$ cat src/peak_window_audio_compressor_macros.svh
// Assertion macros for the peak-window audio compressor.
// Depends on nothing; included by the files that assert.
`ifndef PEAK_WINDOW_AUDIO_COMPRESSOR_MACROS_SVH
`define PEAK_WINDOW_AUDIO_COMPRESSOR_MACROS_SVH

// Same-cycle implication, disabled during reset.
`define PWAC_ASSERT_NOW(label, clk, rst_n, ante, cons, msg) \
  label: assert property (@(posedge clk) disable iff (!rst_n) (ante) |-> (cons)) \
    else $error(msg);

// Next-cycle implication, disabled during reset.
`define PWAC_ASSERT_NEXT(label, clk, rst_n, ante, cons, msg) \
  label: assert property (@(posedge clk) disable iff (!rst_n) (ante) |=> (cons)) \
    else $error(msg);

`endif

$ cat src/pwac_pkg.sv
// Shared types and constants of the peak-window audio compressor.
// Depends on nothing.
`default_nettype none
package pwac_pkg;
  localparam int LEN_W   = 16;
  localparam int THR_W   = 16;
  localparam int RATIO_W = 7;
  localparam int NUM_W   = 23;  // holds 100 * 65535
  localparam int Q_W     = 17;  // Q16 gain, up to 1.0 inclusive
  localparam int FRAC_W  = 16;
  localparam int IDX_W   = 2;

  typedef enum logic [1:0] {
    PH_NORMAL = 2'd0,
    PH_ATTACK = 2'd1,
    PH_COMP   = 2'd2,
    PH_REL    = 2'd3
  } phase_t;

  localparam logic [IDX_W-1:0] REG_ATTACK_LEN  = 2'd0;
  localparam logic [IDX_W-1:0] REG_RELEASE_LEN = 2'd1;
  localparam logic [IDX_W-1:0] REG_THRESHOLD   = 2'd2;
  localparam logic [IDX_W-1:0] REG_RATIO       = 2'd3;

  typedef struct packed {
    logic [LEN_W-1:0]   attack_len;
    logic [LEN_W-1:0]   release_len;
    logic [THR_W-1:0]   threshold;
    logic [RATIO_W-1:0] ratio_percent;
  } cfg_t;
endpackage
`default_nettype wire

$ cat src/pwac_ram.sv
// Generic single-write, single-read RAM with registered read data.
// Depends on nothing.
`default_nettype none
module pwac_ram #(
  parameter int WIDTH = 16,
  parameter int DEPTH = 64
) (
  input  wire logic                     clk,
  input  wire logic                     we,
  input  wire logic [$clog2(DEPTH)-1:0] waddr,
  input  wire logic [WIDTH-1:0]         wdata,
  input  wire logic [$clog2(DEPTH)-1:0] raddr,
  output logic      [WIDTH-1:0]         rdata
);
  logic [WIDTH-1:0] mem [DEPTH];

  always_ff @(posedge clk) begin
    if (we) begin
      mem[waddr] <= wdata;
    end
    rdata <= mem[raddr];
  end
endmodule
`default_nettype wire

$ cat src/pwac_queue.sv
// Two-entry queue between the front and the back of the compressor.
// Depends on the assertion macros header only.
`default_nettype none
`include "peak_window_audio_compressor_macros.svh"
module pwac_queue #(
  parameter int WIDTH = 64
) (
  input  wire logic             clk,
  input  wire logic             rst_n,
  input  wire logic             push,
  input  wire logic [WIDTH-1:0] wdata,
  output logic                  full,
  input  wire logic             pop,
  output logic      [WIDTH-1:0] rdata,
  output logic                  empty
);
  logic [WIDTH-1:0] slot_r [2];
  logic             wp_r;
  logic             rp_r;
  logic [1:0]       cnt_r;
  logic             do_push;
  logic             do_pop;

  assign full    = (cnt_r == 2'd2);
  assign empty   = (cnt_r == 2'd0);
  assign rdata   = slot_r[rp_r];
  assign do_push = push && !full;
  assign do_pop  = pop && !empty;

  always_ff @(posedge clk) begin
    if (!rst_n) begin
      wp_r  <= 1'b0;
      rp_r  <= 1'b0;
      cnt_r <= 2'd0;
    end else begin
      if (do_push) begin
        wp_r <= !wp_r;
      end
      if (do_pop) begin
        rp_r <= !rp_r;
      end
      if (do_push && !do_pop) begin
        cnt_r <= cnt_r + 2'd1;
      end else if (do_pop && !do_push) begin
        cnt_r <= cnt_r - 2'd1;
      end
    end
  end

  always_ff @(posedge clk) begin
    if (do_push) begin
      slot_r[wp_r] <= wdata;
    end
  end

  `PWAC_ASSERT_NOW(a_cnt_bound, clk, rst_n, 1'b1, cnt_r <= 2'd2, "queue count overrun")
  `PWAC_ASSERT_NOW(a_no_push_full, clk, rst_n, push, !full, "push into full queue")
  `PWAC_ASSERT_NEXT(a_pop_drains, clk, rst_n, do_pop && !do_push, cnt_r == $past(cnt_r) - 2'd1, "pop lost")
endmodule
`default_nettype wire

$ cat src/pwac_front.sv
// Front of the compressor: window store, peak tracking, phase machine and
// gain fraction set-up. Depends on pwac_pkg and pwac_ram.
`default_nettype none
module pwac_front import pwac_pkg::*; #(
  parameter int WINDOW      = 64,
  parameter int SAMPLE_BITS = 16
) (
  input  wire logic                   clk,
  input  wire logic                   rst_n,
  input  wire cfg_t                   cfg,
  input  wire logic                   push,
  input  wire logic [SAMPLE_BITS-1:0] sample,
  output logic                        full,
  input  wire logic                   q_full,
  output logic                        q_push,
  output logic                        job_neg,
  output logic      [SAMPLE_BITS-1:0] job_mag,
  output logic      [NUM_W-1:0]       job_num,
  output logic      [NUM_W-1:0]       job_den,
  output phase_t                      job_phase
);
  localparam int AW = $clog2(WINDOW);
  localparam int CW = (SAMPLE_BITS > THR_W) ? SAMPLE_BITS : THR_W;
  localparam logic [AW-1:0] LAST = AW'(WINDOW - 1);

  typedef enum logic [3:0] {
    F_CLEAR, F_IDLE, F_WRITE, F_SCAN, F_SCAN_END, F_PHASE, F_MUL, F_NUM, F_PUSH
  } fstate_t;

  fstate_t                state_r;
  logic [AW-1:0]          cnt_r;
  logic [AW-1:0]          ws_r;
  logic [AW-1:0]          ps_r;
  logic [SAMPLE_BITS-1:0] pv_r;
  logic                   rd_valid_r;
  logic [AW-1:0]          rd_idx_r;
  phase_t                 ph_r;
  phase_t                 kind_r;
  logic [LEN_W-1:0]       rc_r;
  logic [LEN_W-1:0]       len_r;
  logic [LEN_W-1:0]       prog_r;
  logic [RATIO_W-1:0]     ratio_r;
  logic [NUM_W-1:0]       prodm_r;
  logic [NUM_W-1:0]       prodl_r;
  logic                   neg_r;
  logic [SAMPLE_BITS-1:0] mag_r;
  logic [NUM_W-1:0]       num_r;
  logic [NUM_W-1:0]       den_r;

  logic                   ram_we;
  logic [AW-1:0]          ram_waddr;
  logic [SAMPLE_BITS-1:0] ram_wdata;
  logic [SAMPLE_BITS-1:0] ram_rdata;
  logic [SAMPLE_BITS-1:0] in_mag;
  logic [LEN_W-1:0]       eff_att;
  logic [LEN_W-1:0]       eff_rel;
  phase_t                 ph1;
  phase_t                 ph2;
  logic [LEN_W-1:0]       rc1;
  logic [LEN_W-1:0]       rc2;
  logic [LEN_W-1:0]       len1;
  logic [LEN_W-1:0]       prog1;
  logic [RATIO_W-1:0]     ratio_eff;

  pwac_ram #(.WIDTH(SAMPLE_BITS), .DEPTH(WINDOW)) u_ram (
    .clk   (clk),
    .we    (ram_we),
    .waddr (ram_waddr),
    .wdata (ram_wdata),
    .raddr (cnt_r),
    .rdata (ram_rdata)
  );

  assign ram_we    = (state_r == F_CLEAR) || (state_r == F_WRITE);
  assign ram_waddr = (state_r == F_CLEAR) ? cnt_r : ws_r;
  assign ram_wdata = (state_r == F_CLEAR) ? '0 : mag_r;
  assign in_mag    = sample[SAMPLE_BITS-1] ? (SAMPLE_BITS'(0) - sample) : sample;
  assign eff_att   = (cfg.attack_len == '0) ? LEN_W'(1) : cfg.attack_len;
  assign eff_rel   = (cfg.release_len == '0) ? LEN_W'(1) : cfg.release_len;
  assign ratio_eff = (cfg.ratio_percent > RATIO_W'(100)) ? RATIO_W'(100) : cfg.ratio_percent;

  assign full      = (state_r != F_IDLE);
  assign q_push    = (state_r == F_PUSH) && !q_full;
  assign job_neg   = neg_r;
  assign job_mag   = mag_r;
  assign job_num   = num_r;
  assign job_den   = den_r;
  assign job_phase = ph_r;

  // phase decision for one nonzero sample
  always_comb begin
    ph1 = ph_r;
    rc1 = rc_r;
    if ((ph_r == PH_NORMAL) && (CW'(pv_r) > CW'(cfg.threshold))) begin
      ph1 = PH_ATTACK;
      rc1 = eff_att;
    end else if ((ph_r == PH_COMP) && (CW'(pv_r) <= CW'(cfg.threshold))) begin
      ph1 = PH_REL;
      rc1 = eff_rel;
    end
    len1  = (ph1 == PH_ATTACK) ? eff_att : ((ph1 == PH_REL) ? eff_rel : LEN_W'(1));
    prog1 = (rc1 > len1) ? '0 : (len1 - rc1);
    rc2   = rc1;
    ph2   = ph1;
    if ((ph1 == PH_ATTACK) || (ph1 == PH_REL)) begin
      if (rc1 != '0) begin
        rc2 = rc1 - LEN_W'(1);
      end
      if (rc2 == '0) begin
        ph2 = (ph1 == PH_ATTACK) ? PH_COMP : PH_NORMAL;
      end
    end
  end

  always_ff @(posedge clk) begin
    if (!rst_n) begin
      state_r    <= F_CLEAR;
      cnt_r      <= '0;
      ws_r       <= '0;
      ps_r       <= '0;
      pv_r       <= '0;
      rd_valid_r <= 1'b0;
      ph_r       <= PH_NORMAL;
      rc_r       <= '0;
    end else begin
      rd_valid_r <= (state_r == F_SCAN);
      rd_idx_r   <= cnt_r;
      if (rd_valid_r && (ram_rdata > pv_r)) begin
        pv_r <= ram_rdata;
        ps_r <= rd_idx_r;
      end
      unique case (state_r)
        F_CLEAR: begin
          cnt_r <= (cnt_r == LAST) ? '0 : cnt_r + AW'(1);
          if (cnt_r == LAST) begin
            state_r <= F_IDLE;
          end
        end
        F_IDLE: begin
          if (push) begin
            neg_r <= sample[SAMPLE_BITS-1];
            mag_r <= in_mag;
            if (sample == '0) begin
              num_r   <= NUM_W'(1);
              den_r   <= NUM_W'(1);
              state_r <= F_PUSH;
            end else begin
              state_r <= F_WRITE;
            end
          end
        end
        F_WRITE: begin
          ws_r <= (ws_r == LAST) ? '0 : ws_r + AW'(1);
          if (ps_r == ws_r) begin
            pv_r    <= '0;
            ps_r    <= '0;
            cnt_r   <= '0;
            state_r <= F_SCAN;
          end else begin
            if (mag_r > pv_r) begin
              pv_r <= mag_r;
              ps_r <= ws_r;
            end
            state_r <= F_PHASE;
          end
        end
        F_SCAN: begin
          cnt_r <= (cnt_r == LAST) ? '0 : cnt_r + AW'(1);
          if (cnt_r == LAST) begin
            state_r <= F_SCAN_END;
          end
        end
        F_SCAN_END: begin
          state_r <= F_PHASE;
        end
        F_PHASE: begin
          kind_r  <= ph1;
          len_r   <= len1;
          prog_r  <= prog1;
          ratio_r <= ratio_eff;
          ph_r    <= ph2;
          rc_r    <= rc2;
          state_r <= F_MUL;
        end
        F_MUL: begin
          prodm_r <= NUM_W'(RATIO_W'(100) - ratio_r) * NUM_W'(prog_r);
          prodl_r <= NUM_W'(ratio_r) * NUM_W'(len_r);
          den_r   <= NUM_W'(len_r) * NUM_W'(100);
          state_r <= F_NUM;
        end
        F_NUM: begin
          unique case (kind_r)
            PH_NORMAL: begin
              num_r <= NUM_W'(1);
              den_r <= NUM_W'(1);
            end
            PH_COMP: begin
              num_r <= NUM_W'(ratio_r);
              den_r <= NUM_W'(100);
            end
            PH_ATTACK: num_r <= den_r - prodm_r;
            PH_REL:    num_r <= prodl_r + prodm_r;
            default:   num_r <= NUM_W'(1);
          endcase
          state_r <= F_PUSH;
        end
        F_PUSH: begin
          if (!q_full) begin
            state_r <= F_IDLE;
          end
        end
        default: state_r <= F_IDLE;
      endcase
    end
  end
endmodule
`default_nettype wire

$ cat src/pwac_back.sv
// Back of the compressor: Q16 gain division, scaling and result register.
// Depends on pwac_pkg.
`default_nettype none
module pwac_back import pwac_pkg::*; #(
  parameter int SAMPLE_BITS = 16
) (
  input  wire logic                   clk,
  input  wire logic                   rst_n,
  input  wire logic                   q_empty,
  output logic                        q_pop,
  input  wire logic                   job_neg,
  input  wire logic [SAMPLE_BITS-1:0] job_mag,
  input  wire logic [NUM_W-1:0]       job_num,
  input  wire logic [NUM_W-1:0]       job_den,
  input  wire phase_t                 job_phase,
  output logic                        empty,
  input  wire logic                   pop,
  output logic      [SAMPLE_BITS-1:0] sample_out,
  output phase_t                      phase
);
  localparam int DW = NUM_W + FRAC_W;
  localparam int PW = SAMPLE_BITS + Q_W;
  localparam logic [5:0] LAST_STEP = 6'(DW - 1);

  typedef enum logic [1:0] {B_IDLE, B_DIV, B_MUL, B_DONE} bstate_t;

  bstate_t                state_r;
  logic [5:0]             step_r;
  logic [DW-1:0]          div_r;
  logic [NUM_W-1:0]       rem_r;
  logic [NUM_W-1:0]       den_r;
  logic                   neg_r;
  logic [SAMPLE_BITS-1:0] mag_r;
  phase_t                 ph_r;
  logic [PW-1:0]          prod_r;
  logic                   ov_r;
  logic [SAMPLE_BITS-1:0] out_r;
  phase_t                 oph_r;
  logic [NUM_W:0]         rem_sh;
  logic                   qbit;
  logic [SAMPLE_BITS-1:0] omag;

  assign q_pop      = (state_r == B_IDLE) && !q_empty;
  assign rem_sh     = {rem_r, div_r[DW-1]};
  assign qbit       = (rem_sh >= {1'b0, den_r});
  assign omag       = prod_r[FRAC_W +: SAMPLE_BITS];
  assign empty      = !ov_r;
  assign sample_out = out_r;
  assign phase      = oph_r;

  always_ff @(posedge clk) begin
    if (!rst_n) begin
      state_r <= B_IDLE;
      ov_r    <= 1'b0;
    end else begin
      if (pop && ov_r) begin
        ov_r <= 1'b0;
      end
      unique case (state_r)
        B_IDLE: begin
          if (!q_empty) begin
            neg_r   <= job_neg;
            mag_r   <= job_mag;
            ph_r    <= job_phase;
            den_r   <= job_den;
            div_r   <= {job_num, FRAC_W'(0)};
            rem_r   <= '0;
            step_r  <= '0;
            state_r <= B_DIV;
          end
        end
        B_DIV: begin
          rem_r  <= qbit ? NUM_W'(rem_sh - {1'b0, den_r}) : rem_sh[NUM_W-1:0];
          div_r  <= {div_r[DW-2:0], qbit};
          step_r <= step_r + 6'd1;
          if (step_r == LAST_STEP) begin
            state_r <= B_MUL;
          end
        end
        B_MUL: begin
          prod_r  <= mag_r * div_r[Q_W-1:0];
          state_r <= B_DONE;
        end
        B_DONE: begin
          if (!ov_r || pop) begin
            out_r   <= neg_r ? (SAMPLE_BITS'(0) - omag) : omag;
            oph_r   <= ph_r;
            ov_r    <= 1'b1;
            state_r <= B_IDLE;
          end
        end
        default: state_r <= B_IDLE;
      endcase
    end
  end
endmodule
`default_nettype wire

$ cat src/peak_window_audio_compressor.sv
// Top level of the peak-window audio compressor: configuration registers,
// front, queue and back. Depends on pwac_pkg, pwac_front, pwac_queue, pwac_back.
//
// Signed samples enter through push/full and leave, scaled and tagged with
// the compressor phase, through empty/pop, one result per sample and in
// order. A zero sample passes through as zero and touches no state. After
// reset the window store is swept to zero, during which full stays high;
// configuration writes are taken at any time (cfg_ready is always high).
// A zero sample goes straight to the queue; any other is written to the
// window and passes the phase, multiply and numerator steps, after a
// rescan of the whole window through the single read port of the window
// RAM when the slot holding the current peak is overwritten. The back
// divides the gain fraction with a restoring divider that yields one bit
// per cycle over 39 steps, then multiplies and loads the result register;
// the back sets the sustained rate when no rescan occurs. A two-entry
// queue lets the front work on the next sample while the back divides, and
// the back starts the next division while a result waits to be popped.
`default_nettype none
module peak_window_audio_compressor import pwac_pkg::*; #(
  parameter int WINDOW      = 64,
  parameter int SAMPLE_BITS = 16
) (
  input  wire logic                   clk,
  input  wire logic                   rst_n,
  input  wire logic                   push,
  input  wire logic [SAMPLE_BITS-1:0] in_sample_in,
  output logic                        full,
  output logic                        empty,
  input  wire logic                   pop,
  output logic      [SAMPLE_BITS-1:0] out_sample_out,
  output logic      [1:0]             out_phase,
  input  wire logic                   cfg_valid,
  output logic                        cfg_ready,
  input  wire logic [IDX_W-1:0]       cfg_index,
  input  wire logic [LEN_W-1:0]       cfg_wdata
);
  localparam int JW = 1 + SAMPLE_BITS + 2 * NUM_W + 2;

  cfg_t                   cfg_r;
  logic                   q_full;
  logic                   q_empty;
  logic                   q_push;
  logic                   q_pop;
  logic [JW-1:0]          q_wdata;
  logic [JW-1:0]          q_rdata;
  logic                   f_neg;
  logic [SAMPLE_BITS-1:0] f_mag;
  logic [NUM_W-1:0]       f_num;
  logic [NUM_W-1:0]       f_den;
  phase_t                 f_phase;
  logic                   b_neg;
  logic [SAMPLE_BITS-1:0] b_mag;
  logic [NUM_W-1:0]       b_num;
  logic [NUM_W-1:0]       b_den;
  phase_t                 b_phase;
  phase_t                 o_phase;

  assign cfg_ready = 1'b1;

  // Register file: store each beat truncated to the register's width.
  always_ff @(posedge clk) begin
    if (!rst_n) begin
      cfg_r.attack_len    <= LEN_W'(48);
      cfg_r.release_len   <= LEN_W'(48);
      cfg_r.threshold     <= THR_W'(64);
      cfg_r.ratio_percent <= RATIO_W'(30);
    end else if (cfg_valid) begin
      unique case (cfg_index)
        REG_ATTACK_LEN:  cfg_r.attack_len    <= cfg_wdata;
        REG_RELEASE_LEN: cfg_r.release_len   <= cfg_wdata;
        REG_THRESHOLD:   cfg_r.threshold     <= cfg_wdata[THR_W-1:0];
        REG_RATIO:       cfg_r.ratio_percent <= cfg_wdata[RATIO_W-1:0];
        default:         cfg_r.attack_len    <= cfg_r.attack_len;
      endcase
    end
  end

  pwac_front #(.WINDOW(WINDOW), .SAMPLE_BITS(SAMPLE_BITS)) u_front (
    .clk       (clk),
    .rst_n     (rst_n),
    .cfg       (cfg_r),
    .push      (push),
    .sample    (in_sample_in),
    .full      (full),
    .q_full    (q_full),
    .q_push    (q_push),
    .job_neg   (f_neg),
    .job_mag   (f_mag),
    .job_num   (f_num),
    .job_den   (f_den),
    .job_phase (f_phase)
  );

  // Pack the job beat for the queue, unpack it on the far side.
  assign q_wdata = {f_neg, f_mag, f_num, f_den, f_phase};
  assign {b_neg, b_mag, b_num, b_den} = q_rdata[JW-1:2];
  assign b_phase = phase_t'(q_rdata[1:0]);

  pwac_queue #(.WIDTH(JW)) u_queue (
    .clk   (clk),
    .rst_n (rst_n),
    .push  (q_push),
    .wdata (q_wdata),
    .full  (q_full),
    .pop   (q_pop),
    .rdata (q_rdata),
    .empty (q_empty)
  );

  pwac_back #(.SAMPLE_BITS(SAMPLE_BITS)) u_back (
    .clk        (clk),
    .rst_n      (rst_n),
    .q_empty    (q_empty),
    .q_pop      (q_pop),
    .job_neg    (b_neg),
    .job_mag    (b_mag),
    .job_num    (b_num),
    .job_den    (b_den),
    .job_phase  (b_phase),
    .empty      (empty),
    .pop        (pop),
    .sample_out (out_sample_out),
    .phase      (o_phase)
  );

  assign out_phase = o_phase;
endmodule
`default_nettype wire
$ cat config.mk
export PLATFORM = sky130hd
export DESIGN_NAME = peak_window_audio_compressor
export DESIGN_NICKNAME = d
export VERILOG_FILES = /design/src/pwac_pkg.sv /design/src/pwac_ram.sv /design/src/pwac_queue.sv /design/src/pwac_front.sv /design/src/pwac_back.sv /design/src/peak_window_audio_compressor.sv
export VERILOG_INCLUDE_DIRS = /design/src /design/src/src
export SDC_FILE = /design/constraint.sdc
export NUM_CORES = 2
export LEC_CHECK = 0
export BUFFER_PORTS_ARGS = -buffer_cell sky130_fd_sc_hd__clkbuf_2
export CAP_MARGIN = 20
export CORE_UTILIZATION = 64
export CTS_CLUSTER_DIAMETER = 80
export CTS_CLUSTER_SIZE = 20
export DETAILED_ROUTE_END_ITERATION = 10
export MAX_ROUTING_LAYER = met4
export PLACE_DENSITY_LB_ADDON = 0.2
export SLEW_MARGIN = 40
export SYNTH_ARGS = -nofsm -noshare
export SYNTH_HDL_FRONTEND = slang
export SYNTH_SLANG_ARGS = --single-unit
$ cat constraint.sdc
create_clock -name clk -period 9.5 [get_ports clk]
set_input_delay 1.9 -clock clk [delete_from_list [all_inputs] [get_ports clk]]
set_output_delay 1.9 -clock clk [all_outputs]
set_load 0.02 [all_outputs]
Word level (Yosys, flattened, before mapping)
Memory sizes are Yosys's and may differ from the RTL's. A register that Yosys moved wholly into a read port is not among the register bits.
Index checks and enable logic that the tools add are counted.
{"block": "word_totals", "ram_bits": 1154, "ff_bits": 435, "n_memories": 2}
{"block": "classes", "multipliers": 4, "magnitude_cmp": 7, "addsub": 13, "n_eq_ne": 36, "n_reduce_logical": 53, "bitwise": 1, "n_mux": 65}
{"name": "u_front.u_ram.mem", "words": 64, "width": 16, "read_ports": 1, "rd_ports_with_merged_regs": 1, "write_ports": 1, "line_no": "pwac_ram.sv:15", "rtl": "logic [WIDTH-1:0] mem [DEPTH];"}
{"name": "u_queue.slot_r", "words": 2, "width": 65, "read_ports": 1, "rd_ports_with_merged_regs": 1, "write_ports": 1, "line_no": "pwac_queue.sv:17", "rtl": "logic [WIDTH-1:0] slot_r [2];"}
{"op": "$mux 16", "n": 15}
{"op": "$pmux 23 s2", "n": 3}
{"op": "$mux 23", "n": 4}
{"op": "$pmux 23 s4", "n": 1}
{"op": "$pmux 39 s2", "n": 1}
{"op": "$pmux 23 s3", "n": 1}
{"op": "$gt 16x16->1", "n": 4}
{"op": "$logic_not 16->1", "n": 4}
{"op": "$mux 6", "n": 9}
{"op": "$sub 23x23->23", "n": 2}
{"op": "$mux 39", "n": 1}
{"op": "$pmux 4 s9", "n": 1}
{"op": "$mul 16x17->32", "n": 1}
{"op": "$sub 1x16->16 const A", "n": 2}
{"op": "$ge 24x23->1", "n": 1}
{"op": "$pmux 6 s2", "n": 2}
{"op": "$add 23x23->23", "n": 1}
{"op": "$mul 23x16->23", "n": 1}
{"op": "$mul 7x16->23", "n": 1}
{"op": "$mul 16x5->21 const B", "n": 1}
{"op": "$mux 2", "n": 10}
{"op": "$mux 4", "n": 5}
{"op": "$add 6x1->6 const B", "n": 3}
{"op": "$eq 2x2->1 const B", "n": 9}
{"op": "other kinds (36)", "n": 96}

Logic depth before layout (Yosys ltp)
{"block": "logic_depth", "ltp_word": 10, "ltp_mapped": 30, "depth_no_buf": 29}

Hierarchy
A second synthesis with hierarchy kept.
{"block": "hier_totals", "hier_cells": 6359, "area_unflattened_um2": 85479.5}
{"mod": "pwac_ram", "n_inst": 1, "seq_area_each_um2": 31069.8, "area_per_inst_um2": 40174.8, "cells_each": 1947}
{"mod": "pwac_front", "n_inst": 1, "seq_area_each_um2": 5795.6, "area_per_inst_um2": 22307.6, "cells_each": 2418}
{"mod": "pwac_back", "n_inst": 1, "seq_area_each_um2": 4384.2, "area_per_inst_um2": 15909.0, "cells_each": 1556}
{"mod": "pwac_queue", "n_inst": 1, "seq_area_each_um2": 4003.8, "area_per_inst_um2": 4917.2, "cells_each": 227}
{"mod": "peak_window_audio_compressor", "n_inst": 1, "seq_area_each_um2": 1101.1, "area_per_inst_um2": 2170.8, "cells_each": 211}

Worst setup path after synthesis
OpenSTA, ideal clock, no wires.
{"block": "synth_timing", "path_kind": "flip-flop to flip-flop", "start": "reg u_front.ratio_r[0]", "end": "reg u_front.prodm_r[21], data pin", "t_arrival_ns": 6.808, "n_path_buf": 2, "slack_ns": 2.426, "stages_incl_launch_ff": 29, "t_required_ns": 9.234, "cell_sequence": "edfxtp_1 > inv_1 > clkbuf_1 > ha_1 > nor2b_1 > o31ai_1 > xor2_1 > clkbuf_1 > nand2_1 > fa_1 > fa_1 > inv_1 > ha_1 > fa_1 > inv_1 > fa_1 > inv_1 > fa_1 > ha_1 > a21oi_1 > o21bai_1 > a21oi_1 > nor2b_1 > o31ai_1 > a2111oi_0 > o21a_1 > o21a_1 > o41ai_1 > xnor2_1"}
{"block": "synth_via", "elab_chain_cells": 2}
{"item": "start: declaration", "line_no": "pwac_front.sv:42", "rtl": "logic [RATIO_W-1:0] ratio_r;"}
{"item": "start signal: assignment", "line_no": "pwac_front.sv:180", "rtl": "ratio_r <= ratio_eff;"}
{"item": "$sub 7x7->8", "line_no": "pwac_front.sv:186", "rtl": "prodm_r <= NUM_W'(RATIO_W'(100) - ratio_r) * NUM_W'(prog_r);"}
{"item": "$mul 23x16->23", "line_no": "pwac_front.sv:186"}
{"item": "end signal: assignment", "line_no": "pwac_front.sv:186"}
{"item": "end: declaration", "line_no": "pwac_front.sv:43", "rtl": "logic [NUM_W-1:0] prodm_r;"}
Every way passes these cells.
A chain may end at the register's enable or synchronous reset.

Final worst setup path
{"block": "layout_timing", "start": "reg u_front.ratio_r[2]", "end": "reg u_front.prodm_r[22], data pin"}
Same word-level chain as after synthesis.

==> impl_metrics.xml <==
<?xml version="1.0" encoding="UTF-8"?>
<metrics>
  <group name="logic_synthesis">
    <metric name="yosys_most_used_dff" unit="">sky130_fd_sc_hd__edfxtp_1</metric>
    <metric name="post-synth-top-count-cell" unit="">sky130_fd_sc_hd__edfxtp_1</metric>
    <metric name="post_synth_inst_count" unit="">6067</metric>
    <metric name="synth-async-reset-ratio" unit="%">0</metric>
    <metric name="yosys-top-cells-area" unit="">sky130_fd_sc_hd__edfxtp_1 51%, sky130_fd_sc_hd__fa_1 10%, sky130_fd_sc_hd__mux4_2 8.9%</metric>
    <metric name="synth_fp_nets" unit="">6924</metric>
    <metric name="postSynthAreaPerCell" unit="um2">14.0</metric>
    <metric name="ys_seq_elements" unit="">1586</metric>
    <metric name="seq_area_frac_synth" unit="%">54.6</metric>
    <metric name="synth_largest_type_area_fraction" unit="%">51.3</metric>
    <metric name="yosysWarnings" unit="">0</metric>
    <metric name="synth_enable_flop_cells" unit="">1450</metric>
    <metric name="synthesis.area" unit="um2">84800</metric>
    <metric name="synth_top_cells_by_count" unit="">1450 x sky130_fd_sc_hd__edfxtp_1, 684 x sky130_fd_sc_hd__inv_1, 607 x sky130_fd_sc_hd__nand2_1, 425 x sky130_fd_sc_hd__fa_1, 393 x sky130_fd_sc_hd__ha_1</metric>
    <metric name="synth_cell_types" unit="">104</metric>
    <metric name="netlist.top_cell.by_area" unit="">sky130_fd_sc_hd__edfxtp_1</metric>
  </group>
  <group name="clocking">
    <metric name="clock-sinks" unit="">1586</metric>
    <metric name="post_cts_buffers" unit="">0</metric>
    <metric name="worst_setup_hold_path_clk_slew" unit="ns">0.08</metric>
    <metric name="clock_tree_from_tritoncts" unit="">done</metric>
    <metric name="clk_latency" unit="ns">0.76</metric>
    <metric name="clock_tree.root_cell" unit="">sky130_fd_sc_hd__clkbuf_16</metric>
    <metric name="cts.path.max_buffers" unit="">3</metric>
    <metric name="ctsHtreeMaxLevel" unit="">3</metric>
    <metric name="cts-resized-gates" unit="">0</metric>
    <metric name="cts-hold-fix-buffers" unit="">0</metric>
    <metric name="cts-buffers-inserted" unit="">97</metric>
  </group>
  <group name="layout">
    <metric name="nets_finish" unit="">6969</metric>
    <metric name="finalCoreUtilization" unit="%">69.2</metric>
    <metric name="flow.area_growth_from_synthesis" unit="%">7.22</metric>
    <metric name="final_layout_size_suffix_gt1_share" unit="%">13.0</metric>
  </group>
  <group name="worst_setup_path">
    <metric name="setup.worst_path.class" unit="">flip-flop to flip-flop</metric>
    <metric name="highest_cell_delay_on_the_worst_timing_path" unit="ns">0.81</metric>
    <metric name="worst-endpoint-required" unit="ns">9.99</metric>
    <metric name="startpoint_type" unit="">flip-flop</metric>
    <metric name="r2r.worst_path.cells" unit="">22</metric>
    <metric name="cp_max_fo" unit="">20</metric>
    <metric name="ordered_list_of_cells_on_the_worst_path" unit="">o21ai_0, nand2_1, and3_1, nand2_1, fa_1, inv_1, fa_1, xnor2_1, xnor2_1, fa_1, fa_1, inv_1, fa_1, inv_1, ha_1, nand3_1, nand2_1, a41o_1, o41ai_1, o21bai_1, a21oi_1, xnor2_1</metric>
    <metric name="timing.critical_path.max_delay_family" unit="">adder cells</metric>
    <metric name="worst_path_most_repeated_cell" unit="">sky130_fd_sc_hd__fa_1</metric>
    <metric name="crit_cells" unit="">22</metric>
    <metric name="arrival" unit="ns">8.45</metric>
    <metric name="critical-path-slowest-cell" unit="">sky130_fd_sc_hd__edfxtp_1</metric>
    <metric name="cp-end-kind" unit="">flip-flop</metric>
    <metric name="timing.critical_path.buf_inv" unit="">3</metric>
  </group>
  <group name="grt">
    <metric name="global_route.overflow_total" unit="">0</metric>
    <metric name="grtUsageTotal" unit="%">31.2</metric>
    <metric name="wire_length_of_the_first_global_routing_pass" unit="um">304000</metric>
    <metric name="largest_net_degree_at_the_start_of_global_routing" unit="">98</metric>
    <metric name="grt_antenna_before_repair" unit="">8</metric>
    <metric name="grt_pass1_vias" unit="">49700</metric>
  </group>
  <group name="timing">
    <metric name="finalSetupViolations" unit="">0</metric>
    <metric name="timing_max_transition_violations_final" unit="">0</metric>
    <metric name="slew_headroom" unit="%">38.9</metric>
    <metric name="fin_setup_tns" unit="ns">0</metric>
    <metric name="final_hold_viol_count" unit="">0</metric>
    <metric name="post-route-min-period" unit="ns">7.95</metric>
    <metric name="tightest_slew" unit="ns">0.914</metric>
    <metric name="post-route-period-util" unit="%">83.7</metric>
    <metric name="timing.fmax" unit="MHz">126</metric>
    <metric name="skew" unit="ns">0.0631</metric>
    <metric name="rsz0062_at_grt" unit="">false</metric>
  </group>
  <group name="power">
    <metric name="intPower" unit="mW">15.2</metric>
    <metric name="pwr-share-clk" unit="%">18.5</metric>
    <metric name="share_seq_of_total_power" unit="%">36.0</metric>
    <metric name="power_leakage" unit="nW">33.5</metric>
    <metric name="p_sw" unit="mW">8.71</metric>
    <metric name="worst_ir_drop_vdd" unit="mV">1.01</metric>
    <metric name="power.share.switching" unit="%">36.5</metric>
    <metric name="p_total" unit="mW">23.9</metric>
    <metric name="share_of_total_power_in_combinational_logic" unit="%">45.5</metric>
    <metric name="power_per_cell_area" unit="nW/um2">263</metric>
  </group>
  <group name="die">
    <metric name="die_h" unit="um">366</metric>
    <metric name="floorplan.initialDensity" unit="%">64.5</metric>
    <metric name="die-width" unit="um">366</metric>
    <metric name="die_area" unit="um2">134000</metric>
    <metric name="placement_rows" unit="">133</metric>
    <metric name="core_area" unit="um2">131000</metric>
    <metric name="top_level_ports" unit="">60</metric>
  </group>
  <group name="drt">
    <metric name="post-route-drc-count" unit="">0</metric>
    <metric name="drt.antenna.violating_nets" unit="">0</metric>
    <metric name="route.detailed.vias_per_inst" unit="">6.22</metric>
    <metric name="drt-pass1-iter-count" unit="">7</metric>
    <metric name="routed_wire_length_per_instance" unit="um">25.1</metric>
    <metric name="route.vias.total" unit="">49400</metric>
    <metric name="wl" unit="um">200000</metric>
    <metric name="first_iter_violations" unit="">5020</metric>
  </group>
  <group name="placed_design">
    <metric name="dp.final_hpwl" unit="um">136000</metric>
    <metric name="io_buffers" unit="">58</metric>
    <metric name="place_congestion" unit="">0.955</metric>
  </group>
  <group name="flow_run">
    <metric name="cap_viol_max_count" unit="">0</metric>
  </group>
  <group name="outcome">
    <metric name="outcome" unit="">finished, final reports clean</metric>
  </group>
  <group name="min_path">
    <metric name="hold_path_depth" unit="">0</metric>
    <metric name="hp-class" unit="">flip-flop to flip-flop</metric>
  </group>
</metrics>
layer usage:
layer  vias up  track usage (%)  part of all wire (%)
li1      21600                -                     -
met1     25200             42.4                    39
met2      2188             48.8                    48
met3       392             3.86                   8.1
met4         0             12.0                   4.2
met5         -                -                     0
power groups by stage:
stage	combinational (mW)	sequential [mW]	clock, mW
after global routing	12.5	8.64	4.71
final	10.9	8.61	4.42
after floorplan	8.50	8.57	0
after detailed placement	10.8	8.76	0
after global placement	10.5	8.78	0
after CTS	11.0	8.60	4.48
sequential cells by signal, indices dropped and copies added (netlist names), 7 cells and up, named ones only:
signal and count:
u_back.div_r 39, u_front.job_mag 16, u_back.prod_r 16, u_back.sample_out 16, u_front.job_num 23, u_front.rc_r 16, u_front.len_r 16, u_front.prodl_r 23
u_front.u_ram.rdata 16, u_back.mag_r 16, u_front.prog_r 16, u_back.rem_r 23, u_front.u_ram.mem 1024, u_front.pv_r 16, u_back.den_r 22, u_front.ratio_r 7
u_queue.slot_r 128, u_front.job_den 22, u_front.prodm_r 23, cfg_r 55
final cells by class:
class | instances | area, um2
clock inverters | 23 | 409
multi-input cells | 3550 | 35300
fillers | 8795 | 40500
flip-flops and latches | 1586 | 46300
diodes | 2 | 5.00
well taps | 1755 | 2200
clock buffers | 152 | 2650
inverters | 688 | 2580
repair buffers | 189 | 1460
path summary, 6_finish.rpt:
path	from	end	slack [ns]
worst max-delay path	u_front.ratio_r[2]$_SDFFCE_PN1P_	u_front.prodm_r[22]$_DFFE_PP_	1.55
worst min-delay path	u_front.job_num[5]$_SDFFCE_PN0P_	u_queue.slot_r[0][30]$_DFFE_PP_	0.42
worst max register to register	u_front.ratio_r[2]$_SDFFCE_PN1P_	u_front.prodm_r[22]$_DFFE_PP_	1.55
worst min register to register	u_front.job_num[5]$_SDFFCE_PN0P_	u_queue.slot_r[0][30]$_DFFE_PP_	0.42
stage by stage:
| step | instances | hold WS, ns | setup slack (ns) | cell area (um2) |
|---|---|---|---|---|
| finish | 7945 | 0.423 | 1.55 | 90900 |
| global route | 7944 | 0.434 | 0.878 | 90900 |
| CTS | 7941 | 0.423 | 1.57 | 90800 |
| detailed placement | 7766 | 0.406 | 1.56 | 87800 |
| global placement | 7752 | 0.406 | 1.88 | 87500 |
| floorplan | 6067 | 0.400 | 2.43 | 84800 |
logic make-up (layout without fill, tap and decap cells):
group,after synthesis,after routing,share of synthesized area (%)
adder cells (fa/ha/maj),824,824,15.9
flip-flops,1586,1586,54.6
other,1,3,0.00442
AND/OR/NAND/NOR,1443,1443,8.06
XOR/XNOR,221,221,2.28
buffers and inverters,931,1052,4.18
multiplexers,461,461,10.5
AO/OA/AOI/OAI,600,600,4.54
layout by cell type (no fill, tap or decap), types with 167 or more instances in the layout:
cell / instances
sky130_fd_sc_hd__inv_1: 683
sky130_fd_sc_hd__ha_1: 392
sky130_fd_sc_hd__fa_1: 425
sky130_fd_sc_hd__and2_1: 234
sky130_fd_sc_hd__mux4_2: 336
sky130_fd_sc_hd__nor2_1: 253
sky130_fd_sc_hd__nand2_1: 607
sky130_fd_sc_hd__xnor2_1: 167
sky130_fd_sc_hd__a21oi_1: 186
sky130_fd_sc_hd__edfxtp_1: 1450
(Power assumes the default switching activity.)
